File: src/hw/rtl/ptd_pkg.sv
// shared types and constants for the periodic task dispatcher
// no dependencies; imported by ptd_slot_table and periodic_task_dispatcher_unit
package ptd_pkg;

  localparam int PTD_NUM_SLOTS = 8;
  localparam int RESULT_CAP    = 8;
  localparam int DISP_W        = $clog2(RESULT_CAP + 1);

  localparam logic OP_TICK = 1'b0;
  localparam logic OP_ADD  = 1'b1;

  typedef enum logic [1:0] {
    KIND_ADDED = 2'd0,
    KIND_FULL  = 2'd1,
    KIND_DUE   = 2'd2,
    KIND_IDLE  = 2'd3
  } kind_t;

  // write strobes into the slot table
  typedef struct packed {
    logic period_en;
    logic last_en;
  } tbl_wr_t;

endpackage

File: src/hw/rtl/ptd_slot_table.sv
// slot table: period and last dispatch time per slot, one write and one read port
// uses ptd_pkg for the write strobe struct
module ptd_slot_table #(
  parameter int NUM_SLOTS = ptd_pkg::PTD_NUM_SLOTS,
  localparam int IDX_W    = (NUM_SLOTS > 1) ? $clog2(NUM_SLOTS) : 1
) (
  input  logic             clk,
  input  ptd_pkg::tbl_wr_t wr,
  input  logic [IDX_W-1:0] wr_addr,
  input  logic [31:0]      wr_period,
  input  logic [31:0]      wr_last,
  input  logic             rd_en,
  input  logic [IDX_W-1:0] rd_addr,
  output logic [31:0]      rd_period_r,
  output logic [31:0]      rd_last_r
);
  import ptd_pkg::*;

  logic [31:0] period_mem [NUM_SLOTS];
  logic [31:0] last_mem   [NUM_SLOTS];

  always_ff @(posedge clk) begin
    if (wr.period_en) begin
      period_mem[wr_addr] <= wr_period;
    end
    if (wr.last_en) begin
      last_mem[wr_addr] <= wr_last;
    end
  end

  always_ff @(posedge clk) begin
    if (rd_en) begin
      rd_period_r <= period_mem[rd_addr];
      rd_last_r   <= last_mem[rd_addr];
    end
  end

endmodule

File: src/hw/rtl/ptd_due_check.sv
// shared due test: modular elapsed time against the slot period
// no package dependencies
module ptd_due_check (
  input  logic [31:0] now_time,
  input  logic [31:0] last_time,
  input  logic [31:0] period,
  output logic        due
);

  logic [31:0] elapsed;

  // wraps modulo 2^32
  assign elapsed = now_time - last_time;
  assign due     = (elapsed >= period);

endmodule

File: src/hw/rtl/periodic_task_dispatcher_unit.sv
// top level of the periodic task dispatcher: sequencer, counters and output register
// uses ptd_pkg, ptd_slot_table and ptd_due_check
//
// An add transaction gives one result (slot number, or full). A tick transaction
// advances the 32-bit time counter and walks the occupied slots one per cycle, while
// out_stall does not hold a result, through the single table read port and the single
// due checker. Each due slot gives one result in index order, at most eight per tick;
// a tick with nothing due gives one idle result. out_last marks the final result of a
// transaction. in_stall stays high until that final result has been loaded into the
// output register.
module periodic_task_dispatcher_unit #(
  parameter int NUM_SLOTS = ptd_pkg::PTD_NUM_SLOTS
) (
  input  logic        clk,
  input  logic        rst_n,
  input  logic        in_valid,
  output logic        in_stall,
  input  logic        in_op,
  input  logic [31:0] in_period,
  output logic        out_valid,
  input  logic        out_stall,
  output logic [1:0]  out_kind,
  output logic [2:0]  out_slot_id,
  output logic [31:0] out_now_time,
  output logic        out_last
);
  import ptd_pkg::*;

  localparam int IDX_W = (NUM_SLOTS > 1) ? $clog2(NUM_SLOTS) : 1;
  localparam int CNT_W = $clog2(NUM_SLOTS + 1);

  typedef enum logic [2:0] {
    ST_IDLE   = 3'b001,
    ST_SCAN   = 3'b010,
    ST_FINISH = 3'b100
  } state_t;

  state_t             state_r, state_nxt;
  logic [CNT_W-1:0]   count_r, count_nxt;
  logic [31:0]        time_r, time_nxt;
  logic [CNT_W-1:0]   scan_idx_r, scan_idx_nxt;
  logic               chk_vld_r, chk_vld_nxt;
  logic [IDX_W-1:0]   chk_idx_r, chk_idx_nxt;
  logic               pend_vld_r, pend_vld_nxt;
  logic [IDX_W-1:0]   pend_idx_r, pend_idx_nxt;
  logic [DISP_W-1:0]  n_r, n_nxt;

  logic               out_valid_r;
  kind_t              out_kind_r;
  logic [2:0]         out_slot_r;
  logic [31:0]        out_time_r;
  logic               out_last_r;

  logic               can_emit;
  logic               emit;
  kind_t              emit_kind;
  logic [2:0]         emit_slot;
  logic               emit_last;
  logic               scan_last;
  logic               cap_hit;
  logic               in_stall_c;

  tbl_wr_t            tbl_wr;
  logic [IDX_W-1:0]   wr_addr;
  logic [31:0]        wr_last;
  logic               rd_en;
  logic [IDX_W-1:0]   rd_addr;
  logic [31:0]        rd_period;
  logic [31:0]        rd_last;
  logic               due;

  ptd_slot_table #(
    .NUM_SLOTS(NUM_SLOTS)
  ) u_table (
    .clk        (clk),
    .wr         (tbl_wr),
    .wr_addr    (wr_addr),
    .wr_period  (in_period),
    .wr_last    (wr_last),
    .rd_en      (rd_en),
    .rd_addr    (rd_addr),
    .rd_period_r(rd_period),
    .rd_last_r  (rd_last)
  );

  ptd_due_check u_due (
    .now_time (time_r),
    .last_time(rd_last),
    .period   (rd_period),
    .due      (due)
  );

  assign can_emit = !out_valid_r || !out_stall;

  always_comb begin
    state_nxt    = state_r;
    count_nxt    = count_r;
    time_nxt     = time_r;
    scan_idx_nxt = scan_idx_r;
    chk_vld_nxt  = chk_vld_r;
    chk_idx_nxt  = chk_idx_r;
    pend_vld_nxt = pend_vld_r;
    pend_idx_nxt = pend_idx_r;
    n_nxt        = n_r;
    emit         = 1'b0;
    emit_kind    = KIND_IDLE;
    emit_slot    = 3'd0;
    emit_last    = 1'b0;
    tbl_wr       = '0;
    wr_addr      = chk_idx_r;
    wr_last      = time_r;
    rd_en        = 1'b0;
    rd_addr      = scan_idx_r[IDX_W-1:0];
    scan_last    = 1'b0;
    cap_hit      = 1'b0;
    in_stall_c   = 1'b1;

    unique case (state_r)
      ST_IDLE: begin
        in_stall_c = !can_emit;
        if (in_valid && can_emit) begin
          if (in_op == OP_ADD) begin
            emit      = 1'b1;
            emit_last = 1'b1;
            if (count_r >= CNT_W'(NUM_SLOTS)) begin
              emit_kind = KIND_FULL;
            end else begin
              emit_kind        = KIND_ADDED;
              emit_slot        = 3'(count_r);
              tbl_wr.period_en = 1'b1;
              tbl_wr.last_en   = 1'b1;
              wr_addr          = count_r[IDX_W-1:0];
              wr_last          = 32'd0;
              count_nxt        = count_r + 1'b1;
            end
          end else begin
            time_nxt     = time_r + 32'd1;
            state_nxt    = ST_SCAN;
            scan_idx_nxt = '0;
            chk_vld_nxt  = 1'b0;
            pend_vld_nxt = 1'b0;
            n_nxt        = '0;
          end
        end
      end

      ST_SCAN: begin
        if (can_emit) begin
          // read slot scan_idx while checking the slot read last step
          scan_last   = (scan_idx_r >= count_r);
          chk_vld_nxt = !scan_last;
          chk_idx_nxt = scan_idx_r[IDX_W-1:0];
          if (!scan_last) begin
            rd_en        = 1'b1;
            scan_idx_nxt = scan_idx_r + 1'b1;
          end
          if (chk_vld_r && due) begin
            tbl_wr.last_en = 1'b1;
            wr_addr        = chk_idx_r;
            wr_last        = time_r;
            // a later due slot exists, so the held one is not the final result
            if (pend_vld_r) begin
              emit      = 1'b1;
              emit_kind = KIND_DUE;
              emit_slot = 3'(pend_idx_r);
            end
            pend_vld_nxt = 1'b1;
            pend_idx_nxt = chk_idx_r;
            n_nxt        = n_r + 1'b1;
            cap_hit      = (n_r == DISP_W'(RESULT_CAP - 1));
          end
          if (scan_last || cap_hit) begin
            state_nxt = ST_FINISH;
          end
        end
      end

      ST_FINISH: begin
        if (can_emit) begin
          emit      = 1'b1;
          emit_last = 1'b1;
          if (pend_vld_r) begin
            emit_kind = KIND_DUE;
            emit_slot = 3'(pend_idx_r);
          end
          state_nxt = ST_IDLE;
        end
      end

      default: begin
        state_nxt = ST_IDLE;
      end
    endcase
  end

  always_ff @(posedge clk) begin
    if (!rst_n) begin
      state_r     <= ST_IDLE;
      count_r     <= '0;
      time_r      <= '0;
      scan_idx_r  <= '0;
      chk_vld_r   <= 1'b0;
      pend_vld_r  <= 1'b0;
      n_r         <= '0;
      out_valid_r <= 1'b0;
    end else begin
      state_r    <= state_nxt;
      count_r    <= count_nxt;
      time_r     <= time_nxt;
      scan_idx_r <= scan_idx_nxt;
      chk_vld_r  <= chk_vld_nxt;
      pend_vld_r <= pend_vld_nxt;
      n_r        <= n_nxt;
      if (emit) begin
        out_valid_r <= 1'b1;
      end else if (!out_stall) begin
        out_valid_r <= 1'b0;
      end
    end
  end

  always_ff @(posedge clk) begin
    chk_idx_r  <= chk_idx_nxt;
    pend_idx_r <= pend_idx_nxt;
    if (emit) begin
      out_kind_r <= emit_kind;
      out_slot_r <= emit_slot;
      out_time_r <= time_r;
      out_last_r <= emit_last;
    end
  end

  assign in_stall     = in_stall_c;
  assign out_valid    = out_valid_r;
  assign out_kind     = out_kind_r;
  assign out_slot_id  = out_slot_r;
  assign out_now_time = out_time_r;
  assign out_last     = out_last_r;

  a_count_bound: assert property (@(posedge clk) disable iff (!rst_n)
    count_r <= CNT_W'(NUM_SLOTS))
    else $error("slot count above table size");

  a_disp_bound: assert property (@(posedge clk) disable iff (!rst_n)
    n_r <= DISP_W'(RESULT_CAP))
    else $error("more dispatches than the result cap");

  a_finish_last: assert property (@(posedge clk) disable iff (!rst_n)
    (state_r == ST_FINISH && can_emit) |=> (state_r == ST_IDLE && out_valid_r && out_last_r))
    else $error("finish step did not deliver a final result");

  a_due_more: assert property (@(posedge clk) disable iff (!rst_n)
    (out_valid_r && out_kind_r == KIND_DUE && !out_last_r)
      |-> (state_r == ST_SCAN || state_r == ST_FINISH))
    else $error("non-final dispatch result with the tick already closed");

endmodule
File: config.mk
export PLATFORM = sky130hd
export DESIGN_NAME = periodic_task_dispatcher_unit
export DESIGN_NICKNAME = d
export VERILOG_FILES = /design/src/hw/rtl/ptd_pkg.sv /design/src/hw/rtl/ptd_slot_table.sv /design/src/hw/rtl/ptd_due_check.sv /design/src/hw/rtl/periodic_task_dispatcher_unit.sv
export SDC_FILE = /design/constraint.sdc
export NUM_CORES = 1
export LEC_CHECK = 0
export BUFFER_PORTS_ARGS = -buffer_cell sky130_fd_sc_hd__buf_2
export CAP_MARGIN = 20
export CORE_ASPECT_RATIO = 1.4
export CORE_UTILIZATION = 61
export CTS_BUF_LIST = sky130_fd_sc_hd__clkbuf_16
export DETAILED_ROUTE_END_ITERATION = 16
export GPL_TIMING_DRIVEN = 0
export PLACE_DENSITY = 0.78
export SYNTH_ARGS = -nofsm -noshare
export SYNTH_HDL_FRONTEND = slang
export SYNTH_HIERARCHICAL = 1
export SYNTH_SLANG_ARGS = --single-unit
File: constraint.sdc
create_clock -name clk -period 9.4 [get_ports clk]
set_input_delay 0.47 -clock clk [delete_from_list [all_inputs] [get_ports clk]]
set_output_delay 0.47 -clock clk [all_outputs]
set_load 0.01 [all_outputs]
==> impl_metrics.prom <==
# TYPE chip_impl_metric gauge
chip_impl_info{name="tritoncts",value="done"} 1
chip_impl_metric{name="post_synth_num_cell_types",unit=""} 73
chip_impl_info{name="timing.critical_path.cells",value="inv_1 -> ha_1 -> inv_1 -> fa_1 -> a21o_1 -> a221oi_2 -> o21ai_2 -> a311oi_4 -> o41ai_1 -> a31oi_1 -> xnor2_1 -> ha_1 -> nand4_1 -> a2111oi_0 -> o31ai_1 -> o211ai_1 -> nand4_1 -> o21ai_0 -> nand2_1 -> nor3_2 -> buf_6 -> buf_6 -> buf_4"} 1
chip_impl_metric{name="vias_in_the_first_global_route",unit=""} 15500
chip_impl_info{name="rr_endpoint",value="u_table/last_mem[2][26]"} 1
chip_impl_metric{name="post_synth_edffs",unit=""} 620
chip_impl_metric{name="pre_cts_slack",unit="ns"} 2.84
chip_impl_metric{name="max-vdd-ir-drop",unit="mV"} 0.233
chip_impl_metric{name="placed_cells_incl_taps",unit=""} 2304
chip_impl_info{name="clockRootBuffer",value="sky130_fd_sc_hd__clkbuf_16"} 1
chip_impl_metric{name="final.setup.tns",unit="ns"} 0
chip_impl_metric{name="netlist_area",unit="sq um"} 28000
chip_impl_metric{name="maxSlewHeadroom",unit="%"} 30.1
chip_impl_metric{name="worst_pin_slew",unit="ns"} 1.05
chip_impl_metric{name="synth_nets",unit=""} 1698
chip_impl_metric{name="vias",unit=""} 15000
chip_impl_metric{name="via_per_inst",unit=""} 6.20
chip_impl_metric{name="dpl_cell_area",unit="sq um"} 29800
chip_impl_metric{name="layout.area.seq",unit="sq um"} 19600
chip_impl_metric{name="worst-r2r-setup-slack",unit="ns"} 2.80
chip_impl_info{name="timing.critical_path.to_type",value="flop"} 1
chip_impl_info{name="critical_path_class",value="flop to flop"} 1
chip_impl_metric{name="effective_utilization_at_floorplan",unit="%"} 62.0
chip_impl_metric{name="final-hold-violation-count",unit=""} 0
chip_impl_metric{name="route.detailed.drc",unit=""} 0
chip_impl_metric{name="slew_viol_final",unit=""} 0
chip_impl_metric{name="post_synth_top_area_share",unit="%"} 66.4
chip_impl_metric{name="synth_seq_area_share",unit="%"} 70.0
chip_impl_metric{name="rows",unit=""} 92
chip_impl_info{name="crit_slowest_cell",value="sky130_fd_sc_hd__nor3_2"} 1
chip_impl_info{name="outcome",value="finished, final reports clean"} 1
chip_impl_metric{name="max_clock_freq",unit="GHz"} 0.152
chip_impl_metric{name="chipHeight",unit="um"} 256
chip_impl_metric{name="post-route-min-period",unit="ns"} 6.60
chip_impl_metric{name="worst_clock_skew",unit="ns"} 0.0192
chip_impl_metric{name="grt_pass1_wl",unit="um"} 92400
chip_impl_metric{name="setup_ws",unit="ns"} 2.80
chip_impl_metric{name="stdcell_area",unit="sq um"} 31700
chip_impl_metric{name="cellLeakagePower",unit="nW"} 10.8
chip_impl_metric{name="die-width",unit="um"} 183
chip_impl_metric{name="cts_hold_buffers",unit=""} 0
chip_impl_metric{name="numClockSinks",unit=""} 670
chip_impl_info{name="post-synth-top-area-cell",value="sky130_fd_sc_hd__edfxtp_1"} 1
chip_impl_metric{name="final.period_utilization",unit="%"} 70.2
chip_impl_metric{name="postCtsResizedCells",unit=""} 0
chip_impl_info{name="yosys-top-cells-area",value="sky130_fd_sc_hd__edfxtp_1 66%, sky130_fd_sc_hd__mux4_2 10%, sky130_fd_sc_hd__dfxtp_1 3.6%, sky130_fd_sc_hd__ha_1 3.2%, sky130_fd_sc_hd__mux2_2 2.8%"} 1
chip_impl_metric{name="synthToLayoutAreaGrowth",unit="%"} 13.2
chip_impl_metric{name="final_antenna_net_count",unit=""} 0
chip_impl_info{name="hp-start",value="in_period[9]"} 1
chip_impl_metric{name="critPathRequiredTime",unit="ns"} 9.69
chip_impl_metric{name="ys_seq_elements",unit=""} 670
chip_impl_metric{name="clk_latency",unit="ns"} 0.60
chip_impl_metric{name="stdcell_count",unit=""} 2412
chip_impl_metric{name="first_pass_iters",unit=""} 7
chip_impl_metric{name="synthesis.area_per_instance",unit="sq um"} 17.7
chip_impl_metric{name="fraction_of_layout_instances_using_a_drive_strength_above_1",unit="%"} 25.7
chip_impl_metric{name="cts_max_level",unit=""} 2
chip_impl_info{name="synth-main-ff-cell",value="sky130_fd_sc_hd__edfxtp_1"} 1
chip_impl_metric{name="cp_data_arrival_time",unit="ns"} 6.89
chip_impl_metric{name="drt_iter0_markers",unit=""} 1507
chip_impl_metric{name="maxCapViolCount",unit=""} 0
chip_impl_metric{name="design.portCount",unit=""} 77
chip_impl_metric{name="post_synth_inst_count",unit=""} 1588
chip_impl_metric{name="totalWireLength",unit="um"} 60700
chip_impl_metric{name="place_congestion",unit=""} 0.927
chip_impl_metric{name="nNetsFinal",unit=""} 1863
chip_impl_metric{name="die-area",unit="sq um"} 46900
chip_impl_metric{name="max_incr_delay_on_cp",unit="ns"} 0.58
chip_impl_metric{name="core_region_area",unit="sq um"} 45200
chip_impl_metric{name="io_buffers",unit=""} 76
chip_impl_metric{name="antenna_violations_before_repair",unit=""} 0
chip_impl_metric{name="grt_max_degree",unit=""} 55
chip_impl_metric{name="setup_viol_count_final",unit=""} 0
chip_impl_metric{name="max_fanout_on_critical_path",unit=""} 9
chip_impl_metric{name="multiInputGateArea",unit="sq um"} 7910
chip_impl_metric{name="filler_cells",unit=""} 2750
chip_impl_info{name="yosys.cell_count.top_type",value="sky130_fd_sc_hd__edfxtp_1"} 1
chip_impl_metric{name="cts_post_setup_buffers_inserted",unit=""} 0
chip_impl_info{name="unrepaired_setup_endpoints_after_global_routing",value="false"} 1
chip_impl_metric{name="power.density_cell_area",unit="nW/um^2"} 183
chip_impl_metric{name="worst_hold_path.num_cells",unit=""} 1
chip_impl_info{name="hold_path_class",value="input port to flop"} 1
chip_impl_info{name="post_synth_most_frequent_cells",value="620 x sky130_fd_sc_hd__edfxtp_1, 128 x sky130_fd_sc_hd__mux4_2, 74 x sky130_fd_sc_hd__inv_1"} 1
chip_impl_metric{name="synth_warnings",unit=""} 6
chip_impl_info{name="hold_end",value="u_table/period_mem[0][9]"} 1
chip_impl_metric{name="post-dp-hpwl",unit="um"} 40800
chip_impl_metric{name="cts.clk_slew.worst_paths",unit="ns"} 0.07
chip_impl_info{name="worst_r2r_startpoint",value="time_r[0]"} 1
chip_impl_metric{name="cts_made_buffers",unit=""} 57
chip_impl_metric{name="global_route.usage.total",unit="%"} 26.8
chip_impl_metric{name="clock_tree.buffer_depth",unit=""} 3
chip_impl_metric{name="ys_async_sr_fraction",unit="%"} 0
chip_impl_metric{name="grt_overflow_total",unit=""} 0
chip_impl_info{name="startpoint_type",value="flop"} 1
chip_impl_metric{name="rr_worst_depth",unit=""} 23
chip_impl_metric{name="wire_per_inst",unit="um"} 25.2
==> cells by family after synthesis <==
group	synth area share, %
muxes	13.2
xor gates and xnor gates	1.78
adders and majority gates	3.28
and+or+nand+nor	5.68
AOI/OAI and AO/OA	3.82
DFF	70.0
buffers and inverters	2.26
==> cell type report <==
cell class                 instances  area share [%]
tap                              611            2.41
sequential                       670            61.8
antenna                            1         0.00788
buffer                            63            1.12
multi-input combinational        781            24.9
timing repair buffer             106            2.77
clock buffer                      57            4.49
clock inverter                    49            1.60
inverter                          74           0.883
==> critical path: cells and delay by family (launching register included) <==
family / cells / cell delay [ns]
compound gates: 10 / 2.65
fa+ha+maj: 3 / 0.88
buf+inv: 5 / 0.81
xor+xnor: 1 / 0.11
simple gates: 4 / 1.35
flops: 1 / 0.46
==> worst max path at each step <==
stage,startpoint,endpoint,slack (ns),cells past startpoint
6_report,time_r[0],u_table/last_mem[2][26],2.80,23
5_1_grt,time_r[0],u_table/last_mem[2][22],2.45,23
4_1_cts,time_r[0],u_table/last_mem[2][22],2.80,23
3_5_place_dp,time_r[0],u_table/last_mem[2][26],2.84,23
3_3_place_gp,time_r[0],u_table/last_mem[2][26],-0.81,20
2_1_floorplan,time_r[0],u_table/last_mem[0][0],3.03,20
==> where the power goes <==
| group | switching (mW) | total (mW) | internal (mW) |
|---|---|---|---|
| Sequential | 0.00911 | 3.27 | 3.26 |
| Clock | 1.07 | 2.43 | 1.36 |
| Combinational | 0.0770 | 0.112 | 0.0348 |
| Total | 1.15 | 5.81 | 4.66 |
==> layer usage <==
layer / vias up / GRT usage [%] / share of wire [%] / wire, um
li1: 6593 / - / - / -
met1: 7632 / 33.3 / 37 / 22500
met2: 587 / 47.2 / 53 / 32300
met3: 151 / 3.46 / 5.4 / 3250
met4: 0 / 11.3 / 4.4 / 2670
met5: - / 0 / 0 / 0
==> metrics by stage <==
stage / hold WS [ns] / utilization (%) / total power [mW]
final: 0.132 / 70.2 / 5.81
after global routing: 0.128 / 70.2 / 5.96
after CTS: 0.112 / 70.1 / 5.84
after detailed placement: 0.453 / 65.9 / 3.44
after global placement: 0.449 / 64.5 / 3.43
after floorplan: 0.422 / - / 3.38
==> sequential cells by signal (all words and copies together), names as in the netlist, 2 cells and up <==
signal / count
state_r: 3
u_table/last_mem: 256
out_kind: 2
pend_idx_r: 3
n_r: 4
chk_idx_r: 3
scan_idx_r: 4
u_table/rd_last_r: 32
u_table/period_mem: 256
out_now_time: 32
u_table/rd_period_r: 32
count_r: 4
time_r: 32
out_slot_id: 3
==> placed cells by master (no fill, tap or decap), types with 9 or more instances in the layout <==
cell type	instances
sky130_fd_sc_hd__nor2b_1	36
sky130_fd_sc_hd__ha_1	72
sky130_fd_sc_hd__nor3_1	9
sky130_fd_sc_hd__buf_12	9
sky130_fd_sc_hd__mux4_2	128
sky130_fd_sc_hd__nor2_1	55
sky130_fd_sc_hd__clkinv_1	9
sky130_fd_sc_hd__buf_6	24
sky130_fd_sc_hd__nand3_1	26
sky130_fd_sc_hd__o21ai_0	15
sky130_fd_sc_hd__clkbuf_16	57
sky130_fd_sc_hd__a21o_1	31
sky130_fd_sc_hd__mux2_2	69
sky130_fd_sc_hd__and3_1	9
sky130_fd_sc_hd__clkbuf_1	25
sky130_fd_sc_hd__nand2_1	48
sky130_fd_sc_hd__nand2b_1	16
sky130_fd_sc_hd__nor2_4	12
sky130_fd_sc_hd__inv_1	79
sky130_fd_sc_hd__buf_2	90
sky130_fd_sc_hd__a21oi_1	52
sky130_fd_sc_hd__or3_1	10
sky130_fd_sc_hd__bufinv_16	9
sky130_fd_sc_hd__edfxtp_1	620
sky130_fd_sc_hd__buf_1	9
sky130_fd_sc_hd__dfxtp_1	50
sky130_fd_sc_hd__xor2_1	30
sky130_fd_sc_hd__nand4_1	29
sky130_fd_sc_hd__xnor2_1	27
Power figures use the tool's default switching activity.
